## config.mk

```make
export PLATFORM = sky130hd
export DESIGN_NAME = block_median_distance_classifier_unit
export DESIGN_NICKNAME = d
export VERILOG_FILES = /design/src/rtl/bmdc_pkg.sv /design/src/rtl/bmdc_store.sv /design/src/rtl/bmdc_sorter.sv /design/src/rtl/block_median_distance_classifier_unit.sv
export SDC_FILE = /design/constraint.sdc
export NUM_CORES = 1
export LEC_CHECK = 0
export BUFFER_PORTS_ARGS = -buffer_cell sky130_fd_sc_hd__buf_2
export CORE_MARGIN = 3
export CORE_UTILIZATION = 47
export CTS_BUF_LIST = sky130_fd_sc_hd__clkbuf_8 sky130_fd_sc_hd__clkbuf_16
export CTS_CLUSTER_SIZE = 40
export DETAILED_ROUTE_END_ITERATION = 8
export PLACE_DENSITY = 0.72
export SYNTH_ARGS = -nofsm -noshare
export SYNTH_HDL_FRONTEND = slang
export SYNTH_SLANG_ARGS = --single-unit
```

## constraint.sdc

```tcl
create_clock -name clk -period 6.9 [get_ports clk]
set_input_delay 0.69 -clock clk [delete_from_list [all_inputs] [get_ports clk]]
set_output_delay 0.69 -clock clk [all_outputs]
set_load 0.05 [all_outputs]
```

## src/rtl/bmdc_pkg.sv

```systemverilog
// shared types, constants and register codes of the block median distance classifier
package bmdc_pkg;

  localparam int WINDOW_DEF      = 15;
  localparam int CHANNELS_DEF    = 2;
  localparam int SAMPLE_BITS_DEF = 16;

  localparam int DIST_W    = 16;
  localparam int LIMIT_W   = 16;
  localparam int LEVEL_W   = 2;
  localparam int CFG_IDX_W = 2;

  localparam logic [CFG_IDX_W-1:0] REG_LOW_LIMIT  = 2'd0;
  localparam logic [CFG_IDX_W-1:0] REG_NEAR_LIMIT = 2'd1;
  localparam logic [CFG_IDX_W-1:0] REG_FAR_LIMIT  = 2'd2;

  localparam logic [LIMIT_W-1:0] LOW_LIMIT_RESET  = 16'd160;
  localparam logic [LIMIT_W-1:0] NEAR_LIMIT_RESET = 16'd640;
  localparam logic [LIMIT_W-1:0] FAR_LIMIT_RESET  = 16'd1600;

  localparam logic [LEVEL_W-1:0] LEVEL_FAR    = 2'd0;
  localparam logic [LEVEL_W-1:0] LEVEL_MEDIUM = 2'd1;
  localparam logic [LEVEL_W-1:0] LEVEL_NEAR   = 2'd2;

  typedef enum logic [1:0] {
    S_IDLE,
    S_READ,
    S_WAIT,
    S_FINISH
  } state_t;

  typedef struct packed {
    logic clear;
    logic insert;
  } sort_ctl_t;

endpackage

```

## src/rtl/bmdc_store.sv

```systemverilog
// sample store: one write port, one read port with registered read data
module bmdc_store #(
  parameter int DATA_W = 16,
  parameter int ADDR_W = 5
) (
  input  logic              clk,
  input  logic              wr_en,
  input  logic [ADDR_W-1:0] wr_addr,
  input  logic [DATA_W-1:0] wr_data,
  input  logic              rd_en,
  input  logic [ADDR_W-1:0] rd_addr,
  output logic [DATA_W-1:0] rd_data
);

  logic [DATA_W-1:0] mem [2**ADDR_W];

  always_ff @(posedge clk) begin
    if (wr_en) begin
      mem[wr_addr] <= wr_data;
    end
  end

  always_ff @(posedge clk) begin
    if (rd_en) begin
      rd_data <= mem[rd_addr];
    end
  end

endmodule

```

## src/rtl/bmdc_sorter.sv

```systemverilog
// insertion sorter that keeps the smallest samples of a window in ascending order
module bmdc_sorter
  import bmdc_pkg::*;
#(
  parameter int DATA_W = 16,
  parameter int KEEP   = 8
) (
  input  logic              clk,
  input  logic              rst,
  input  sort_ctl_t         ctl,
  input  logic [DATA_W-1:0] data_in,
  output logic [DATA_W-1:0] median
);

  logic [DATA_W-1:0] cells      [KEEP];
  logic [DATA_W-1:0] cells_next [KEEP];
  logic [KEEP-1:0]   valid;
  logic [KEEP-1:0]   valid_next;
  logic [KEEP-1:0]   above;

  always_comb begin
    for (int k = 0; k < KEEP; k++) begin
      above[k] = !valid[k] || (cells[k] > data_in);
    end
    for (int k = 0; k < KEEP; k++) begin
      if (k == 0) begin
        cells_next[k] = above[k] ? data_in : cells[k];
        valid_next[k] = 1'b1;
      end else begin
        cells_next[k] = above[k] ? (above[k-1] ? cells[k-1] : data_in) : cells[k];
        valid_next[k] = valid[k] | valid[k-1];
      end
    end
  end

  always_ff @(posedge clk) begin
    if (ctl.insert) begin
      for (int k = 0; k < KEEP; k++) begin
        cells[k] <= cells_next[k];
      end
    end
  end

  always_ff @(posedge clk) begin
    if (rst || ctl.clear) begin
      valid <= '0;
    end else if (ctl.insert) begin
      valid <= valid_next;
    end
  end

  assign median = cells[KEEP-1];

endmodule

```

## src/rtl/block_median_distance_classifier_unit.sv

```systemverilog
// top level of the block median distance classifier
//
// Each channel gathers WINDOW distance samples in the sample store. A sample that
// arrives for a channel with a full window starts a median pass: the window is read
// from the store one entry per cycle into an insertion sorter, the middle element is
// taken as the median, the channel's power level is updated when it exceeds the low limit
// and one result transaction is offered. The new sample then becomes the first entry of
// the next window. A sample that only fills the window is taken at once while no median
// pass runs; a sample that arrives for a full window holds the input through the read,
// wait and finish states, since the store has one read port. The result sits in an
// output register, so a pending result does not block new samples; only the next median
// pass waits for it. The store needs no clearing after reset.
module block_median_distance_classifier_unit
  import bmdc_pkg::*;
#(
  parameter int WINDOW      = WINDOW_DEF,
  parameter int CHANNELS    = CHANNELS_DEF,
  parameter int SAMPLE_BITS = SAMPLE_BITS_DEF
) (
  input  logic                 clk,
  input  logic                 rst,
  input  logic                 cfg_valid,
  output logic                 cfg_ready,
  input  logic [CFG_IDX_W-1:0] cfg_index,
  input  logic [LIMIT_W-1:0]   cfg_data,
  input  logic                 in_valid,
  output logic                 in_stall,
  input  logic                 channel,
  input  logic [DIST_W-1:0]    distance,
  output logic                 out_valid,
  input  logic                 out_stall,
  output logic                 out_channel,
  output logic [DIST_W-1:0]    median,
  output logic [LEVEL_W-1:0]   power_level,
  output logic                 power_updated
);

  localparam int IDX_W  = $clog2(WINDOW);
  localparam int CNT_W  = $clog2(WINDOW + 1);
  localparam int CH_W   = (CHANNELS > 1) ? $clog2(CHANNELS) : 1;
  localparam int ADDR_W = CH_W + IDX_W;
  localparam int KEEP   = WINDOW / 2 + 1;
  localparam int CMP_W  = (SAMPLE_BITS > DIST_W) ? SAMPLE_BITS : DIST_W;
  localparam logic [IDX_W-1:0] LAST_IDX = IDX_W'(WINDOW - 1);
  localparam logic [CNT_W-1:0] FULL_CNT = CNT_W'(WINDOW);

  state_t state, state_next;

  logic [CNT_W-1:0]       fill_count [CHANNELS];
  logic [LEVEL_W-1:0]     held_power [CHANNELS];
  logic [LIMIT_W-1:0]     low_limit;
  logic [LIMIT_W-1:0]     near_limit;
  logic [LIMIT_W-1:0]     far_limit;
  logic [CH_W-1:0]        cur_ch;
  logic [SAMPLE_BITS-1:0] cur_sample;
  logic [IDX_W-1:0]       rd_idx;
  logic                   rd_pending;

  logic                   in_accept;
  logic [CH_W-1:0]        in_ch;
  logic                   ch_ok;
  logic [SAMPLE_BITS-1:0] in_sample;
  logic [CNT_W-1:0]       in_fill;
  logic                   window_full;
  logic                   start;
  logic                   store_now;
  logic                   out_free;
  logic                   finish_go;

  logic                   wr_en;
  logic [ADDR_W-1:0]      wr_addr;
  logic [SAMPLE_BITS-1:0] wr_data;
  logic                   rd_en;
  logic [ADDR_W-1:0]      rd_addr;
  logic [SAMPLE_BITS-1:0] rd_data;
  sort_ctl_t              sort_ctl;
  logic [SAMPLE_BITS-1:0] sort_median;

  logic [CMP_W-1:0]       med_ext;
  logic                   upd;
  logic [LEVEL_W-1:0]     level_new;

  assign cfg_ready   = 1'b1;
  assign in_accept   = in_valid && !in_stall;
  assign in_ch       = CH_W'(channel);
  assign ch_ok       = (32'(channel) < CHANNELS);
  assign in_sample   = SAMPLE_BITS'(CMP_W'(distance));
  assign in_fill     = fill_count[in_ch];
  assign window_full = (in_fill >= FULL_CNT);
  assign start       = in_accept && ch_ok && window_full;
  assign store_now   = in_accept && ch_ok && !window_full;
  assign out_free    = !out_valid || !out_stall;
  assign finish_go   = (state == S_FINISH) && out_free;

  always_comb begin
    state_next = state;
    unique case (state)
      S_IDLE:   if (start) state_next = S_READ;
      S_READ:   if (rd_idx == LAST_IDX) state_next = S_WAIT;
      S_WAIT:   state_next = S_FINISH;
      S_FINISH: if (out_free) state_next = S_IDLE;
      default:  state_next = S_IDLE;
    endcase
  end

  always_comb begin
    in_stall        = (state != S_IDLE);
    rd_en           = (state == S_READ);
    rd_addr         = {cur_ch, rd_idx};
    wr_en           = store_now || finish_go;
    wr_addr         = finish_go ? {cur_ch, IDX_W'(0)} : {in_ch, in_fill[IDX_W-1:0]};
    wr_data         = finish_go ? cur_sample : in_sample;
    sort_ctl.clear  = start;
    sort_ctl.insert = rd_pending;
  end

  always_comb begin
    med_ext = CMP_W'(sort_median);
    upd     = med_ext > CMP_W'(low_limit);
    priority if (med_ext < CMP_W'(near_limit)) begin
      level_new = LEVEL_NEAR;
    end else if (med_ext < CMP_W'(far_limit)) begin
      level_new = LEVEL_MEDIUM;
    end else begin
      level_new = LEVEL_FAR;
    end
  end

  always_ff @(posedge clk) begin
    if (rst) begin
      state      <= S_IDLE;
      rd_pending <= 1'b0;
    end else begin
      state      <= state_next;
      rd_pending <= (state == S_READ);
    end
  end

  always_ff @(posedge clk) begin
    if (start) begin
      rd_idx <= '0;
    end else if (state == S_READ) begin
      rd_idx <= rd_idx + 1'b1;
    end
  end

  always_ff @(posedge clk) begin
    if (start) begin
      cur_ch     <= in_ch;
      cur_sample <= in_sample;
    end
  end

  always_ff @(posedge clk) begin
    if (rst) begin
      for (int i = 0; i < CHANNELS; i++) begin
        fill_count[i] <= '0;
        held_power[i] <= LEVEL_FAR;
      end
    end else begin
      if (store_now) begin
        fill_count[in_ch] <= in_fill + 1'b1;
      end
      if (finish_go) begin
        fill_count[cur_ch] <= CNT_W'(1);
        if (upd) begin
          held_power[cur_ch] <= level_new;
        end
      end
    end
  end

  always_ff @(posedge clk) begin
    if (rst) begin
      low_limit  <= LOW_LIMIT_RESET;
      near_limit <= NEAR_LIMIT_RESET;
      far_limit  <= FAR_LIMIT_RESET;
    end else if (cfg_valid && cfg_ready) begin
      unique case (cfg_index)
        REG_LOW_LIMIT:  low_limit  <= cfg_data;
        REG_NEAR_LIMIT: near_limit <= cfg_data;
        REG_FAR_LIMIT:  far_limit  <= cfg_data;
        default: ;
      endcase
    end
  end

  always_ff @(posedge clk) begin
    if (rst) begin
      out_valid <= 1'b0;
    end else if (finish_go) begin
      out_valid <= 1'b1;
    end else if (!out_stall) begin
      out_valid <= 1'b0;
    end
  end

  always_ff @(posedge clk) begin
    if (finish_go) begin
      out_channel   <= cur_ch[0];
      median        <= DIST_W'(med_ext);
      power_level   <= upd ? level_new : held_power[cur_ch];
      power_updated <= upd;
    end
  end

  bmdc_store #(
    .DATA_W (SAMPLE_BITS),
    .ADDR_W (ADDR_W)
  ) u_store (
    .clk     (clk),
    .wr_en   (wr_en),
    .wr_addr (wr_addr),
    .wr_data (wr_data),
    .rd_en   (rd_en),
    .rd_addr (rd_addr),
    .rd_data (rd_data)
  );

  bmdc_sorter #(
    .DATA_W (SAMPLE_BITS),
    .KEEP   (KEEP)
  ) u_sorter (
    .clk     (clk),
    .rst     (rst),
    .ctl     (sort_ctl),
    .data_in (rd_data),
    .median  (sort_median)
  );

endmodule

```

After elaboration in Yosys (flattened, before gate mapping)
Memories as Yosys holds them, arrays and structs flattened. A register that Yosys moved wholly into a read port is not among the register bits.
Index checks and enable logic that the tools add are counted.
- register bits after elaboration: 101
- RAM bits: 652
- bits of input ports: 40
- output and inout bits: 23
- word-level logic and storage cells: 138
- memories: 4
- add/sub/neg operators: 2
- $lt $le $gt $ge: 12
- equality and inequality tests: 10
- multiplexer cells: 52
- bitwise gates (word level): 7
- reductions and logical operators: 37
- memory list (memory ; words ; bits a word ; read ports ; clocked after Yosys merged registers in ; wr ports ; line ; RTL):
    u_store.mem ; 32 ; 16 ; 1 ; 1 ; 1 ; bmdc_store.sv:15 ; logic [DATA_W-1:0] mem [2**ADDR_W];
    u_sorter.cells ; 8 ; 16 ; 8 ; 0 ; 8 ; bmdc_sorter.sv:15 ; logic [DATA_W-1:0] cells [KEEP];
    fill_count ; 2 ; 4 ; 1 ; 0 ; 2 ; block_median_distance_classifier_unit.sv:49 ; logic [CNT_W-1:0] fill_count [CHANNELS];
    held_power ; 2 ; 2 ; 1 ; 1 ; 2 ; block_median_distance_classifier_unit.sv:50 ; logic [LEVEL_W-1:0] held_power [CHANNELS];
- operators with widths (cell ; number):
    two-way mux 16 bit ; 16
    > comparator 16 bit ; 9
    less-than comparator 16 bit ; 2
    two-way mux 1 bit ; 26
    logical NOT 1 bit ; 12
    two-way mux 2 bit ; 6
    logical OR 1 bit ; 11
    adder 4 x 1 -> 4 bit (second input constant) ; 2
    two-way mux 4 bit ; 2
    case mux 2 bit (4 select lines) ; 1
    OR reduction 4 bit ; 2
    OR 1 bit ; 7
    equality test 2 bit (second input constant) ; 3
    AND reduction 2 bit ; 3
    two-way mux 5 bit ; 1
    equality test 2 x 1 -> 1 bit (second input constant) ; 2
    equality test 4 bit (second input constant) ; 1
    >= comparator 4 bit (second input constant) ; 1
    logical AND 1 bit ; 4
    logical NOT 2 bit ; 2
    inequality test 2 x 1 -> 1 bit (second input constant) ; 2
    inequality test 2 bit (second input constant) ; 2
    AND reduction 3 bit ; 1
    nonzero test 2 bit ; 1
    OR reduction 2 bit ; 1

Logic depth before layout (Yosys ltp)
- depth in word-level cells: 10
- depth in mapped cells: 10
- gate-level depth less buffers: 8

By module
A second synthesis with hierarchy kept.
- cell total of the unflattened synthesis: 2429
- area, all modules: 34810.9 um2
- by module, submodules not included (module ; instances ; cells an instance ; area an instance (um2) ; seq. area each (um2)):
    bmdc_store ; 1 ; 1143 ; 20696.1 ; 15855.2
    bmdc_sorter ; 1 ; 711 ; 8817.2 ; 4003.8
    block_median_distance_classifier_unit ; 1 ; 575 ; 5297.6 ; 2612.5

Worst setup path after synthesis
Ideal clock, no wire load.
- path type: input -> register
- start: input port channel
- end: memory u_store.mem[30][0], enable pin
- library setup time: 0.388 ns
- arrival: 3.070 ns
- required time: 6.512 ns
- setup slack: 3.442 ns
- stages on the path: 9
- buffers on the path: 1
- path through: clkbuf_1 -> mux2i_1 -> inv_1 -> ha_1 -> o21ai_0 -> nor2b_1 -> and2_1 -> nand3_1 -> nor2_1
- longest elaborated chain between the ends: 7
- elaborated cells between the ends (all ways): 8
- those cells by class: order compare: 1; mux: 3; reduce/logical: 3; memory: 1
- ends and longest elaborated chain (item ; line ; RTL):
    start: declaration ; block_median_distance_classifier_unit.sv:28 ; input logic channel,
    memory (2 x 4 bit) ; -- ;
    >= comparator 4 bit ; block_median_distance_classifier_unit.sv:89 ; assign window_full = (in_fill >= FULL_CNT);
    logical NOT 1 bit ; block_median_distance_classifier_unit.sv:91 ; assign store_now = in_accept && ch_ok && !window_full;
    logical AND 1 bit ; block_median_distance_classifier_unit.sv:91 ;
    logical OR 1 bit ; block_median_distance_classifier_unit.sv:110 ; wr_en = store_now || finish_go;
    two-way mux 1 bit ; bmdc_store.sv:18 ; if (wr_en) begin
    two-way mux 1 bit (implied by the code) ; bmdc_store.sv:19 ; mem[wr_addr] <= wr_data;
    end: declaration ; bmdc_store.sv:15 ;
Several ways; a longest one is shown, not always the timed one.

Worst setup path in the final report
- start: input port channel
- end: memory u_store.mem[23][7], enable pin
The elaborated chain is that of the path after synthesis.

==> results.md <==
| Step | Metric | This run |
|---|---|---|
| clocking | Num Clock Sinks | 770 |
| timing | Setup TNS after final layout | 0 ns |
| critical path | Startpoint type of the worst setup path | input port |
| die | Total die area | 74,680 sq um |
| critical path | CP arrival | 4.02 ns |
| job | Number of max-cap violations | 0 |
| critical path | Depth of the most critical reg-to-reg path | 7 |
| grt | Initial antenna violation count | 2 |
| cells and area | Number of fillers in the final layout | 5,436 |
| route | Number of detailed-route iterations in the first pass | 5 |
| grt | Total global-route track usage | 20.91% |
| clocking | Clock H-tree levels | 3 |
| power | Leakage power of the design | 12.83 nW |
| critical path | Crit end category | register |
| critical path | CP Class | input port to register |
| power | Power dissipated by switching net loads | 3.535 mW |
| die | Count of pins on the block boundary | 63 |
| critical path | Worst flop-to-flop path startpoint | u_store.rd_data[6]$_DFFE_PP_ |
| clocking | Total setup buffers inserted after CTS | 0 |
| worst hold path | Worst hold endpoint | cur_sample[4]$_DFFE_PP_ |
| synth | Flops & latches, synth | 770 |
| timing | Top achievable clock speed | 0.2639 GHz |
| synth | Share of the synthesized area in the top cell type | 63.05% |
| clocking | Clock Latency Late Sink | 0.62 ns |
| power | Combinational share of power | 23.0% |
| clocking | Total of cells resized after clock tree synthesis | 0 |
| cells and area | Final Util | 53.25% |
| clocking | Number of buffers created by CTS | 78 |
| worst hold path | Hold path startpoint | distance[4] |
| cells and area | Register area | 22,480 sq um |
| synth | Post-synth EDFFs | 705 |
| placement | Count of input and output buffers | 61 |
| timing | Time the final worst path needs with I/O delays and setup | 3.789 ns |
| timing | Final Hold Violating Endpoints | 0 |
| clocking | Bufs on Longest Clock Path | 3 |
| critical path | Worst path required time | 7.13 ns |
| die | Floorplan die height | 273.3 um |
| critical path | Maximum fanout along the worst path | 16 |
| timing | Period utilisation layout | 54.92% |
| route | Overall via count from detail_route | 18,330 |
| route | Via density per instance | 5.934 |
| power | Fraction of power consumed by sequential logic | 44.7% |
| grt | Vias in the first global route | 18,610 |
| grt | GR Overflow Total | 0 |
| timing | Max-slew violation count | 0 |
| power | Switching part of the total power | 28.26% |
| cells and area | Proportion of layout cells with a drive suffix above 1 | 21.65% |
| synth | Cells after Synth | 1,989 |
| route | Wire length per cell | 24.99 um |
| clocking | Root Driver | sky130_fd_sc_hd__clkbuf_16 |
| cells and area | Area taken by multi-input logic gates | 10,520 sq um |
| die | Site row count | 97 |
| power | Internal power component | 8.972 mW |
| run status | Result of the run | complete, no violations |
| cells and area | Net count, final | 2,311 |
| synth | YS warnings | 0 |
| route | Post-Route WL | 77,200 um |
| synth | Asr flop ratio synth | 0% |
| placement | Routability congestion estimate from global placement | 0.8620 |
| route | Residual DRC count | 0 |
| placement | Cell Area, Placed | 35,040 sq um |
| synth | Biggest area contributors in the synthesized netlist | sky130_fd_sc_hd__edfxtp_1 63%, sky130_fd_sc_hd__mux4_2 11%, sky130_fd_sc_hd__ha_1 6.8% |
| grt | Pin count of the biggest net entering global routing | 93 |
| clocking | Clk slew on worst S/H paths | 0.06 ns |
| cells and area | Final Instance Area | 37,490 sq um |
| clocking | Hold bufs inserted after CTS | 0 |
| synth | Most used flip-flop cell after synthesis | sky130_fd_sc_hd__edfxtp_1 |
| timing | Worst-Margin Slew | 1.325 ns |
| power | Clock group share of total power | 32.3% |
| die | Core Footprint | 70,390 sq um |
| worst hold path | Hold crit path type | input port to register |
| timing | Worst Clk Skew | 0.02948 ns |
| cells and area | Layout-stage area growth over the synthesis result | 11.64% |
| placement | DPL Wire Length | 51,260 um |
| power | Pwr per Cell Area | 333.6 nW/um^2 |
| route | Iteration-0 DRC Markers | 1,840 |
| clocking | Clock tree from TritonCTS | yes |
| synth | Sequential cell area fraction in the yosys report | 66.93% |
| synth | Synthesized area per cell | 16.88 sq um |
| synth | Post-synth design cell area | 33,580 sq um |
| timing | Tightest hold margin | 0.2543 ns |
| power | Total design power | 12.51 mW |
| grt | Wire length of the first global-routing pass | 117,200 um |
| critical path | Capture instance of the worst register-to-register path | u_sorter.cells[6][5]$_DFFE_PP_ |
| route | Antenna violation net count after detailed routing | 0 |
| die | Initial core utilization | 47.70% |
| synth | Syn_nets | 2,211 |
| timing | Setup repair after global routing missed its margin | false |
| cells and area | Commonest non-fill, non-tap cells in the layout | 705 x sky130_fd_sc_hd__edfxtp_1, 182 x sky130_fd_sc_hd__ha_1, 168 x sky130_fd_sc_hd__nand2_1 |
| timing | Final setup violation count | 0 |
| die | Chip width | 273.3 um |
| cells and area | Most frequent standard cell in the layout excluding fill and tap cells | sky130_fd_sc_hd__edfxtp_1 |
| critical path | Reg2Reg Setup Slack | 3.11 ns |
| timing | Worst max-slew margin expressed relative to the limit | 11.43% |
| synth | Count of distinct cell types in the synthesized netlist | 62 |
| worst hold path | Hold Path Stages | 1 |
| power | VDD IR-drop max | 278.4 uV |
| synth | Cell taking the most area after synthesis | sky130_fd_sc_hd__edfxtp_1 |
==> worst max-delay path by stage <==
stage / slack, ns / to / start
after floorplan: 3.44 / u_store.mem[30][0]$_DFFE_PP_ / channel
after global placement: 2.67 / u_store.mem[25][4]$_DFFE_PP_ / channel
after detailed placement: 2.54 / u_store.mem[23][12]$_DFFE_PP_ / channel
after CTS: 3.14 / u_sorter.cells[2][4]$_DFFE_PP_ / u_store.rd_data[1]$_DFFE_PP_
after global routing: 2.74 / u_store.mem[5][1]$_DFFE_PP_ / channel
final: 3.11 / u_store.mem[23][7]$_DFFE_PP_ / channel
==> cell families after synthesis <==
kind of cell	Yosys count	share of synthesized area, %
AOI/OAI and AO/OA	212	3.872
adders and majority gates	182	6.782
buffers and inverters	153	2.020
other	1	0.01117
DFF	770	66.93
xor gates and xnor gates	5	0.1304
muxes	295	15.24
and+or+nand+nor	371	5.023
==> power groups by stage <==
stage          Combinational (mW)  Clock (mW)  Sequential, mW
2_1_floorplan                2.11           0            5.50
3_3_place_gp                 2.82           0            5.67
3_5_place_dp                 2.87           0            5.68
4_1_cts                      2.89        4.11            5.59
5_1_grt                      3.09        4.29            5.61
6_report                     2.87        4.04            5.59
==> area by class of cell <==
| class | instances | area share [%] |
|---|---|---|
| repair buffers | 94 | 1.509 |
| well taps | 940 | 3.137 |
| multi-input cells | 1066 | 28.06 |
| clock buffers | 82 | 5.414 |
| diodes | 1 | 0.006675 |
| clock inverters | 57 | 1.108 |
| inverters | 79 | 0.7910 |
| flip-flops and latches | 770 | 59.97 |
==> through the flow <==
step           setup slack (ns)  cells
3_3_place_gp              2.670   2949
5_1_grt                   2.736   3088
6_report                  3.111   3089
2_1_floorplan             3.442   1989
3_5_place_dp              2.538   2949
4_1_cts                   3.141   3088
==> worst max-delay path, cell delays in order <==
cell and delay (ns):
sky130_fd_sc_hd__buf_2 0.27, sky130_fd_sc_hd__mux2i_1 0.37, sky130_fd_sc_hd__inv_1 0.17, sky130_fd_sc_hd__ha_1 0.24, sky130_fd_sc_hd__o21ai_0 0.13, sky130_fd_sc_hd__nor2b_1 0.31, sky130_fd_sc_hd__and2_1 0.21, sky130_fd_sc_hd__nand3_1 0.61
sky130_fd_sc_hd__nor2_2 1.00
==> registers in the layout (all words and copies together), names as in the netlist, 2 cells and up, named ones only <==
register	flops
u_store.mem	512
u_sorter.cells	128
cur_sample	16
far_limit	16
low_limit	16
median	16
near_limit	16
u_store.rd_data	16
fill_count	8
u_sorter.valid	8
held_power	4
rd_idx	4
power_level	2
state	2
==> routing by layer <==
metal | up-vias | track usage, % | routed length (um) | share of wire (%)
met3 | 141 | 3.857 | 5783 | 7.5
met5 | - | 0 | 26 | 0.034
met1 | 9400 | 28.95 | 32350 | 42
li1 | 8064 | - | - | -
met2 | 720 | 34.01 | 37010 | 48
met4 | 4 | 6.166 | 2030 | 2.6
==> synth_stat cells, types with 3 or more instances <==
cell type	number
sky130_fd_sc_hd__edfxtp_1	705
sky130_fd_sc_hd__ha_1	182
sky130_fd_sc_hd__nand2_1	168
sky130_fd_sc_hd__mux4_2	160
sky130_fd_sc_hd__a21oi_1	118
sky130_fd_sc_hd__nor2_1	84
sky130_fd_sc_hd__inv_1	79
sky130_fd_sc_hd__mux2_1	75
sky130_fd_sc_hd__dfxtp_1	65
sky130_fd_sc_hd__mux2_2	54
sky130_fd_sc_hd__nand4_1	35
sky130_fd_sc_hd__clkbuf_1	34
sky130_fd_sc_hd__nand3_1	27
sky130_fd_sc_hd__a21o_1	17
sky130_fd_sc_hd__o21ai_0	17
sky130_fd_sc_hd__buf_1	15
sky130_fd_sc_hd__nor2b_1	13
sky130_fd_sc_hd__buf_2	11
sky130_fd_sc_hd__buf_6	10
sky130_fd_sc_hd__o211ai_1	10
sky130_fd_sc_hd__a211o_1	8
sky130_fd_sc_hd__nor3_1	8
sky130_fd_sc_hd__a211oi_1	7
sky130_fd_sc_hd__a2111oi_0	6
sky130_fd_sc_hd__mux2i_1	6
sky130_fd_sc_hd__nor4_1	6
sky130_fd_sc_hd__o21a_1	5
sky130_fd_sc_hd__a221oi_1	4
sky130_fd_sc_hd__and3_1	4
sky130_fd_sc_hd__buf_4	4
sky130_fd_sc_hd__and2_1	3
sky130_fd_sc_hd__and3b_1	3
sky130_fd_sc_hd__and4_1	3
sky130_fd_sc_hd__nand2b_1	3
sky130_fd_sc_hd__nor4b_1	3
sky130_fd_sc_hd__xnor2_1	3
Note: power is estimated with default switching activity, not from simulation.
